File: src/rtl/crpi_pkg.sv
`timescale 1ns / 1ps

package crpi_pkg;

    localparam int COORD_BITS = 16;
    localparam int FRAC_BITS  = 16;

    localparam int COEF_W     = COORD_BITS + 4;
    localparam int COEF_EXT   = COEF_W - COORD_BITS;
    localparam int U1_W       = COORD_BITS + FRAC_BITS + 5;
    localparam int U2_W       = COORD_BITS + 2 * FRAC_BITS + 5;
    localparam int SPLIT      = U2_W / 2;
    localparam int HI_W       = U2_W - SPLIT;
    localparam int LO_PROD_W  = SPLIT + FRAC_BITS;
    localparam int HI_PROD_W  = HI_W + FRAC_BITS + 1;
    localparam int N_W        = COORD_BITS + 3 * FRAC_BITS + 5;
    localparam int SHIFT      = 3 * FRAC_BITS + 1;
    localparam int Q_W        = N_W - SHIFT;

    localparam int HORNER_DEPTH = 5;
    localparam int ROUND_DEPTH  = 2;
    localparam int PIPE_DEPTH   = HORNER_DEPTH + ROUND_DEPTH;

    typedef logic signed [COORD_BITS-1:0] coord_t;
    typedef logic        [FRAC_BITS-1:0]  frac_t;
    typedef logic signed [COEF_W-1:0]     coef_t;
    typedef logic signed [U1_W-1:0]       u1_t;
    typedef logic signed [U2_W-1:0]       u2_t;
    typedef logic signed [N_W-1:0]        acc_t;
    typedef logic signed [Q_W-1:0]        quot_t;

    localparam coord_t COORD_MAX = {1'b0, {(COORD_BITS-1){1'b1}}};
    localparam coord_t COORD_MIN = {1'b1, {(COORD_BITS-1){1'b0}}};

endpackage

File: src/rtl/crpi_round.sv
`timescale 1ns / 1ps

module crpi_round (
    input  logic             aclk,
    input  logic             en,
    input  crpi_pkg::acc_t   n_in,
    output crpi_pkg::coord_t coord,
    output logic             sat
);

    localparam int CW = crpi_pkg::COORD_BITS;
    localparam int QW = crpi_pkg::Q_W;

    crpi_pkg::acc_t   sum;
    crpi_pkg::quot_t  q_next, q_reg;
    logic             pos_ovf, neg_ovf;
    crpi_pkg::coord_t coord_next, coord_reg;
    logic             sat_next, sat_reg;

    // halves away from zero: negative values add one less before the floor shift
    always_comb begin
        sum    = n_in + (crpi_pkg::N_W'(1) <<< (crpi_pkg::SHIFT - 1))
               - $signed({{(crpi_pkg::N_W-1){1'b0}}, n_in[crpi_pkg::N_W-1]});
        q_next = sum[crpi_pkg::N_W-1:crpi_pkg::SHIFT];
    end

    always_comb begin
        pos_ovf = !q_reg[QW-1] && (|q_reg[QW-2:CW-1]);
        neg_ovf = q_reg[QW-1] && !(&q_reg[QW-2:CW-1]);
        sat_next = pos_ovf || neg_ovf;
        priority if (pos_ovf) begin
            coord_next = crpi_pkg::COORD_MAX;
        end else if (neg_ovf) begin
            coord_next = crpi_pkg::COORD_MIN;
        end else begin
            coord_next = q_reg[CW-1:0];
        end
    end

    always_ff @(posedge aclk) begin
        if (en) begin
            q_reg     <= q_next;
            coord_reg <= coord_next;
            sat_reg   <= sat_next;
        end
    end

    assign coord = coord_reg;
    assign sat   = sat_reg;

endmodule

File: config.mk
export PLATFORM = sky130hd
export DESIGN_NAME = crpi_round
export DESIGN_NICKNAME = d
export VERILOG_FILES = /design/src/rtl/crpi_pkg.sv /design/src/rtl/crpi_round.sv
export SDC_FILE = /design/constraint.sdc
export NUM_CORES = 1
export LEC_CHECK = 0
export BUFFER_PORTS_ARGS = -buffer_cell sky130_fd_sc_hd__buf_2
export CORE_ASPECT_RATIO = 1.2
export CORE_MARGIN = 1
export CORE_UTILIZATION = 33
export CTS_CLUSTER_SIZE = 20
export DETAILED_ROUTE_END_ITERATION = 8
export GPL_TIMING_DRIVEN = 0
export PLACE_DENSITY = 0.54
export SLEW_MARGIN = 20
export SYNTH_ARGS = -nofsm -noshare
export SYNTH_HDL_FRONTEND = slang
export SYNTH_SLANG_ARGS = --single-unit
File: constraint.sdc
create_clock -name aclk -period 4.2 [get_ports aclk]
set_clock_uncertainty 0.05 [all_clocks]
set_input_delay 0.84 -clock aclk [delete_from_list [all_inputs] [get_ports aclk]]
set_output_delay 0.84 -clock aclk [all_outputs]
set_load 0.02 [all_outputs]
==> results_dict.tcl, run 1 <==
set metrics [dict create \
    max_freq_mhz 293.4 \
    setup_tns_ns 0 \
    worst_setup_path_end_kind "flop" \
    root_buffer "clkbuf_16" \
    ios 88 \
    criticalPathCategory "in2reg" \
    cts_resized 0 \
    dp_hpwl_mm 9.467 \
    final_common_cell "buf_2" \
    p_clk_share_pct 23.4 \
    layout_common_cells "buf_2 (87), inv_1 (73), ha_1 (67), a21oi_1 (60), nand2_1 (54)" \
    p_sw_share_pct 34.04 \
    fin_ws_ns 0.7913 \
    die_x_um 110.0 \
    cts_buffers 5 \
    cts_max_level 2 \
    worstPathRequired_ns 4.15 \
    largest_reg_flops 20 \
    intPower_uw 954.4 \
    yosysWarnings 0 \
    drt_wl_total_mm 11.06 \
    switchingPower_uw 492.6 \
    rr_worst_depth 4 \
    setup_violations 0 \
    drive_gt1_share_pct 16.19 \
    grt_max_degree 38 \
    grt_pass1_vias 4326 \
    nets 804 \
    holdWs_ns 0.4640 \
    grt_pass1_wl_mm 18.84 \
    cap_violations 0 \
    start_util_pct 33.59 \
    syn-cell-area_um2 4622 \
    hold_violations 0 \
    clk_pin_slew_ns 0.05 \
    relSlewSlack_pct 42.31 \
    power.leakage_uw 0.002616 \
    fp.dieArea_um2 14490 \
    vias 4383 \
    via_per_inst 5.230 \
    ys_seq_area_share_pct 24.04 \
    peakVddDrop_uv 275.4 \
    drtAntennaViolNets 0 \
    syn_inst 572 \
    period_share_pct 81.16 \
    port-buffer-count 87 \
    die_h_um 131.6 \
    dp_slack_ns 0.5077 \
    drtIter0Drc 171 \
    min-delay-path-class "reg2reg" \
    antenna_found_initial 0 \
    crit_fanout 7 \
    slew_viol_final 0 \
    pwr-share-seq_pct 34.8 \
    synth-main-ff-cell "edfxtp_1" \
    fillers 1467 \
    clk_path_buf_depth 2 \
    postSynthNetCount 710 \
    ys_seq_elements 37 \
    n_antenna_cell 0 \
    status "finished, final reports clean" \
    synth_cell_types 63 \
    grt_usage_pct 15.80 \
    synth-edff-count 37 \
    post-cts-setup-buffers 0 \
    area_growth_pct 17.00 \
    powerDensity_nw_per_um2 267.6 \
    cts_tree "built" \
    tightestPinTransition_ns 0.8560 \
    utilization_pct 39.30 \
    avgRoutedWirePerCell_um 13.20 \
    hold_depth 1 \
    syn_area_per_cell_um2 8.080 \
    cts.sinks 37 \
    period_minus_slack_ns 3.409 \
    rsz0062_at_grt "no" \
    gr-total-overflow 0 \
    drc 0 \
    cts_hold_buf 0 \
    clk_latency_ns 0.27 \
    start_kind "input port" \
    comb_power_share_pct 41.9 \
    async_flop_share_pct 0 \
    dr.pass1.iters 4 \
    placementRows 47 \
    core_um2 13760 \
    cp_data_arrival_time_ns 3.35 \
    gp_congestion 0.8277 \
]
==> layer usage <==
layer | track usage [%] | up-vias | wire length (µm)
li1 | - | 2316 | -
met1 | 18.93 | 1968 | 4870
met2 | 29.48 | 86 | 5647
met3 | 1.190 | 13 | 363
met4 | 4.000 | 0 | 180
met5 | 0 | - | 0
==> path summary, 6_finish.rpt <==
kind | from | slack [ns] | end
max | n_in[30] | 0.79 | q_reg[16]$_DFFE_PP_
min | q_reg[8]$_DFFE_PP_ | 0.46 | coord[8]$_SDFFCE_PP1P_
max reg2reg | q_reg[16]$_DFFE_PP_ | 2.54 | coord[5]$_SDFFCE_PP1P_
min reg2reg | q_reg[8]$_DFFE_PP_ | 0.46 | coord[8]$_SDFFCE_PP1P_
==> power by group through the flow <==
| stage | Combinational [µW] | Clock, µW | Sequential, µW |
|---|---|---|---|
| after floorplan | 400 | 0 | 542 |
| after CTS | 610 | 346 | 504 |
| after global routing | 689 | 360 | 510 |
| after detailed placement | 605 | 0 | 510 |
| after global placement | 601 | 0 | 509 |
| final | 606 | 338 | 503 |
==> cell families after synthesis <==
logic type | after synthesis | share of synthesized area, %
compound gates | 204 | 29.81
xor+xnor | 19 | 3.600
fa+ha+maj | 67 | 18.14
buf+inv | 84 | 6.849
flops | 37 | 24.04
mux | 2 | 0.4602
simple gates | 159 | 17.11
==> layout make-up <==
class / instances / area, µm² / area share (%)
multi-input cells: 451 / 3194 / 59.07
plain buffers: 11 / 42.54 / 0.7867
inverters: 73 / 274.0 / 5.067
flip-flops and latches: 37 / 1111 / 20.55
clock buffers: 8 / 136.4 / 2.522
well taps: 171 / 214.0 / 3.956
repair buffers: 87 / 435.4 / 8.052
==> worst max-delay path: stages <==
cell and delay, ns:
buf_2 0.11, ha_1 0.36, a21oi_1 0.33, nand2_1 0.09, a221oi_1 0.41, nand2_1 0.15
a211oi_2 0.35, o41ai_4 0.20, a2111oi_1 0.38, a311oi_1 0.12
==> stage by stage <==
| stage | power (µW) | cell area (µm²) | std cells |
|---|---|---|---|
| after floorplan | 942.4 | 4622 | 572 |
| after global placement | 1110 | 5271 | 830 |
| after detailed placement | 1116 | 5271 | 830 |
| after CTS | 1460 | 5408 | 838 |
| after global routing | 1559 | 5408 | 838 |
| final | 1447 | 5408 | 838 |
==> cell usage after synthesis, drive strengths merged, types with 8 or more instances <==
cell type | number | area, µm²
a211oi | 9 | 82.58
ha | 67 | 838.3
nand3 | 18 | 90.09
xnor2 | 15 | 131.4
nand2 | 54 | 202.7
clkbuf | 11 | 42.54
and3 | 10 | 62.56
inv | 73 | 274.0
edfxtp | 37 | 1111
a21o | 40 | 300.3
o21bai | 8 | 60.06
nor2 | 26 | 97.59
a21oi | 60 | 300.3
nor3 | 8 | 45.04
nand4 | 16 | 100.1
o21ai | 41 | 205.2
Power figures use the tool's default switching activity.
==> run 2: changes to the inputs <==
ABC_AREA = 1   (was unset)
PLACE_DENSITY = 0.53   (was 0.54)
clock period = 3.2 ns   (was 4.2 ns; I/O delays follow)
==> run 2 against run 1 <==
Global-route usage increased by 3.8 points. Wire length increased by 64%. Clock power increased by 55%. First-iteration DRC count increased by 77%. Final area increased by 28%. Power increased by 48%. Synthesized cell count increased by 82%.
==> results_dict.tcl, run 2 <==
set metrics [dict create \
    slew_viol_final 0 \
    p_sw_share_pct 38.44 \
    powerDensity_nw_per_um2 308.3 \
    ios 88 \
    cts_hold_buf 0 \
    peakVddDrop_uv 256.4 \
    start_util_pct 34.10 \
    cpMostUsedCell "nand2_1" \
    area_growth_pct 14.37 \
    regArea_um2 1111 \
    dp_slack_ns 0.03777 \
    crit_chain "buf_2 -> ha_1 -> a21oi_1 -> o21ai_0 -> a21oi_1 -> nor2_1 -> nor2_1 -> a21boi_0 -> nand2_1 -> nand2_1 -> nand2_1" \
    ys_seq_area_share_pct 18.33 \
    dp_hpwl_mm 16.34 \
    gr-total-overflow 0 \
    crit_fanout 3 \
    cts_max_level 2 \
    fin_ws_ns 0.3235 \
    hold_violations 0 \
    relSlewSlack_pct 48.17 \
    multi_input_area_um2 4134 \
    ys_seq_elements 37 \
    dr.pass1.iters 5 \
    avgRoutedWirePerCell_um 13.40 \
    syn-cell-area_um2 6061 \
    n_antenna_cell 0 \
    design_area_um2 6932 \
    fp.dieArea_um2 18910 \
    syn_area_per_cell_um2 5.828 \
    synth_cell_types 36 \
    cts_buffers 5 \
    criticalPathCategory "in2reg" \
    synth_common_cells "nand2_1 (286), inv_1 (204), nor2_1 (139)" \
    drtIter0Drc 303 \
    start_kind "input port" \
    grt_max_degree 38 \
    clk_latency_ns 0.27 \
    vias 6394 \
    core_um2 17770 \
    worst_setup_path_end_kind "flop" \
    yosysWarnings 0 \
    synth_most_common_cell "nand2_1" \
    power.leakage_uw 0.003591 \
    clk_pin_slew_ns 0.05 \
    setup_tns_ns 0 \
    die_x_um 125.7 \
    synth.largest_area_cell "edfxtp_1" \
    grt_pass1_wl_mm 29.17 \
    dp.cells 1347 \
    cts_resized 0 \
    worstPathRequired_ns 3.17 \
    fin_cells 1354 \
    die_h_um 150.5 \
    nets 1272 \
    grt_usage_pct 19.59 \
    max_freq_mhz 347.6 \
    fillers 2083 \
    syn_inst 1040 \
    status "finished, final reports clean" \
    gp_congestion 0.9548 \
    cts_tree "built" \
    final_common_cell "nand2_1" \
    cap_violations 0 \
    root_buffer "clkbuf_16" \
    period_share_pct 89.89 \
    cts.sinks 37 \
    rsz0062_at_grt "no" \
    largest_reg_flops 20 \
    clk_path_buf_depth 2 \
    cp_slowest_cell "a21boi_0" \
    cp_data_arrival_time_ns 2.85 \
    switchingPower_uw 821.5 \
    grt_pass1_vias 5987 \
    min-delay-path-class "reg2reg" \
    max_stage_delay_ns 0.54 \
    tightestPinTransition_ns 0.7774 \
    synth-edff-count 37 \
    antenna_found_initial 0 \
    p_clk_share_pct 24.5 \
    postSynthNetCount 1178 \
    post-cts-setup-buffers 0 \
    async_flop_share_pct 0 \
    setup_violations 0 \
    via_per_inst 4.722 \
    period_minus_slack_ns 2.877 \
    comb_power_share_pct 45.4 \
    synth-main-ff-cell "edfxtp_1" \
    drtAntennaViolNets 0 \
    layout_common_cells "nand2_1 (286), inv_1 (204), nor2_1 (139), a21oi_1 (88), buf_2 (88)" \
    dpl_cell_area_um2 6771 \
    intPower_uw 1315 \
    pwr-share-seq_pct 30.0 \
    holdWs_ns 0.4603 \
    drc 0 \
    placementRows 53 \
    drive_gt1_share_pct 12.17 \
    ys_top_cells_by_area "edfxtp_1 (18%), nand2_1 (18%), ha_1 (14%)" \
    port-buffer-count 87 \
    drt_wl_total_mm 18.14 \
    yosys.area.top_type_share_pct 18.33 \
]
==> run 2: cell types whose count changed after synthesis, moves of 8 or more <==
cell | before | now
nand2_2 | 0 | 10
nand2_1 | 54 | 286
inv_1 | 73 | 204
nor2_2 | 0 | 13
a21o_1 | 40 | 16
o21ai_0 | 40 | 53
and3_1 | 10 | 0
xnor2_1 | 15 | 0
a21oi_1 | 60 | 88
nor2_1 | 26 | 139
clkbuf_1 | 10 | 2
nand3_1 | 18 | 38
nand4_1 | 16 | 6
inv_2 | 0 | 9
==> run 2: worst max-delay path: cells and delay by family <==
family	cells	cell delay, ns
AO/OA/AOI/OAI	4	1.29
buffers and inverters	1	0.11
AND/OR/NAND/NOR	5	0.48
adder cells (fa/ha/maj)	1	0.33
==> run 2: power by group through the flow <==
| stage | Clock, µW | Sequential [µW] | Combinational, µW |
|---|---|---|---|
| after floorplan | 0 | 688 | 631 |
| after global placement | 0 | 650 | 971 |
| after detailed placement | 0 | 652 | 970 |
| after CTS | 537 | 642 | 976 |
| after global routing | 556 | 648 | 1110 |
| final | 524 | 642 | 971 |
==> run 2: path summary, 6_finish.rpt <==
kind	start	end	slack [ns]	cells past startpoint
worst max register to register	q_reg[16]$_DFFE_PP_	coord[13]$_SDFFCE_PP1P_	1.35	3
worst min-delay path	q_reg[5]$_DFFE_PP_	coord[5]$_SDFFCE_PP1P_	0.46	2
worst max-delay path	n_in[40]	q_reg[1]$_DFFE_PP_	0.32	11
worst min register to register	q_reg[5]$_DFFE_PP_	coord[5]$_SDFFCE_PP1P_	0.46	2
==> run 2: cell type report <==
cell class,instances,area share [%]
clock inverters,2,0.5054
plain buffers,3,0.1805
flip-flops and latches,37,16.03
well taps,220,3.971
repair buffers,87,6.282
inverters,214,11.59
clock buffers,5,1.805
multi-input cells,786,59.64
==> run 2: per-layer routing <==
metal  GRT usage, %  part of all wire [%]  vias up  wire length (µm)
met5              0                     0        -                 0
met4          7.134                   3.0        0               537
met3          1.244                   3.1       24               560
met2          34.08                    46      137              8356
met1          25.54                    48     2742              8690
li1               -                     -     3491                 -
==> run 2: cell families after synthesis <==
| group | after synthesis | share of synthesized area [%] |
|---|---|---|
| AOI/OAI and AO/OA | 195 | 18.10 |
| xor gates and xnor gates | 2 | 0.2891 |
| adders and majority gates | 67 | 13.83 |
| buffers and inverters | 217 | 13.46 |
| DFF | 37 | 18.33 |
| and+or+nand+nor | 522 | 35.98 |
==> run 2: metrics by stage <==
stage | power [µW] | utilization (%)
detailed placement | 1622 | 38.10
floorplan | 1319 | -
global route | 2309 | 39.00
CTS | 2155 | 39.00
global placement | 1621 | 38.10
finish | 2137 | 39.00
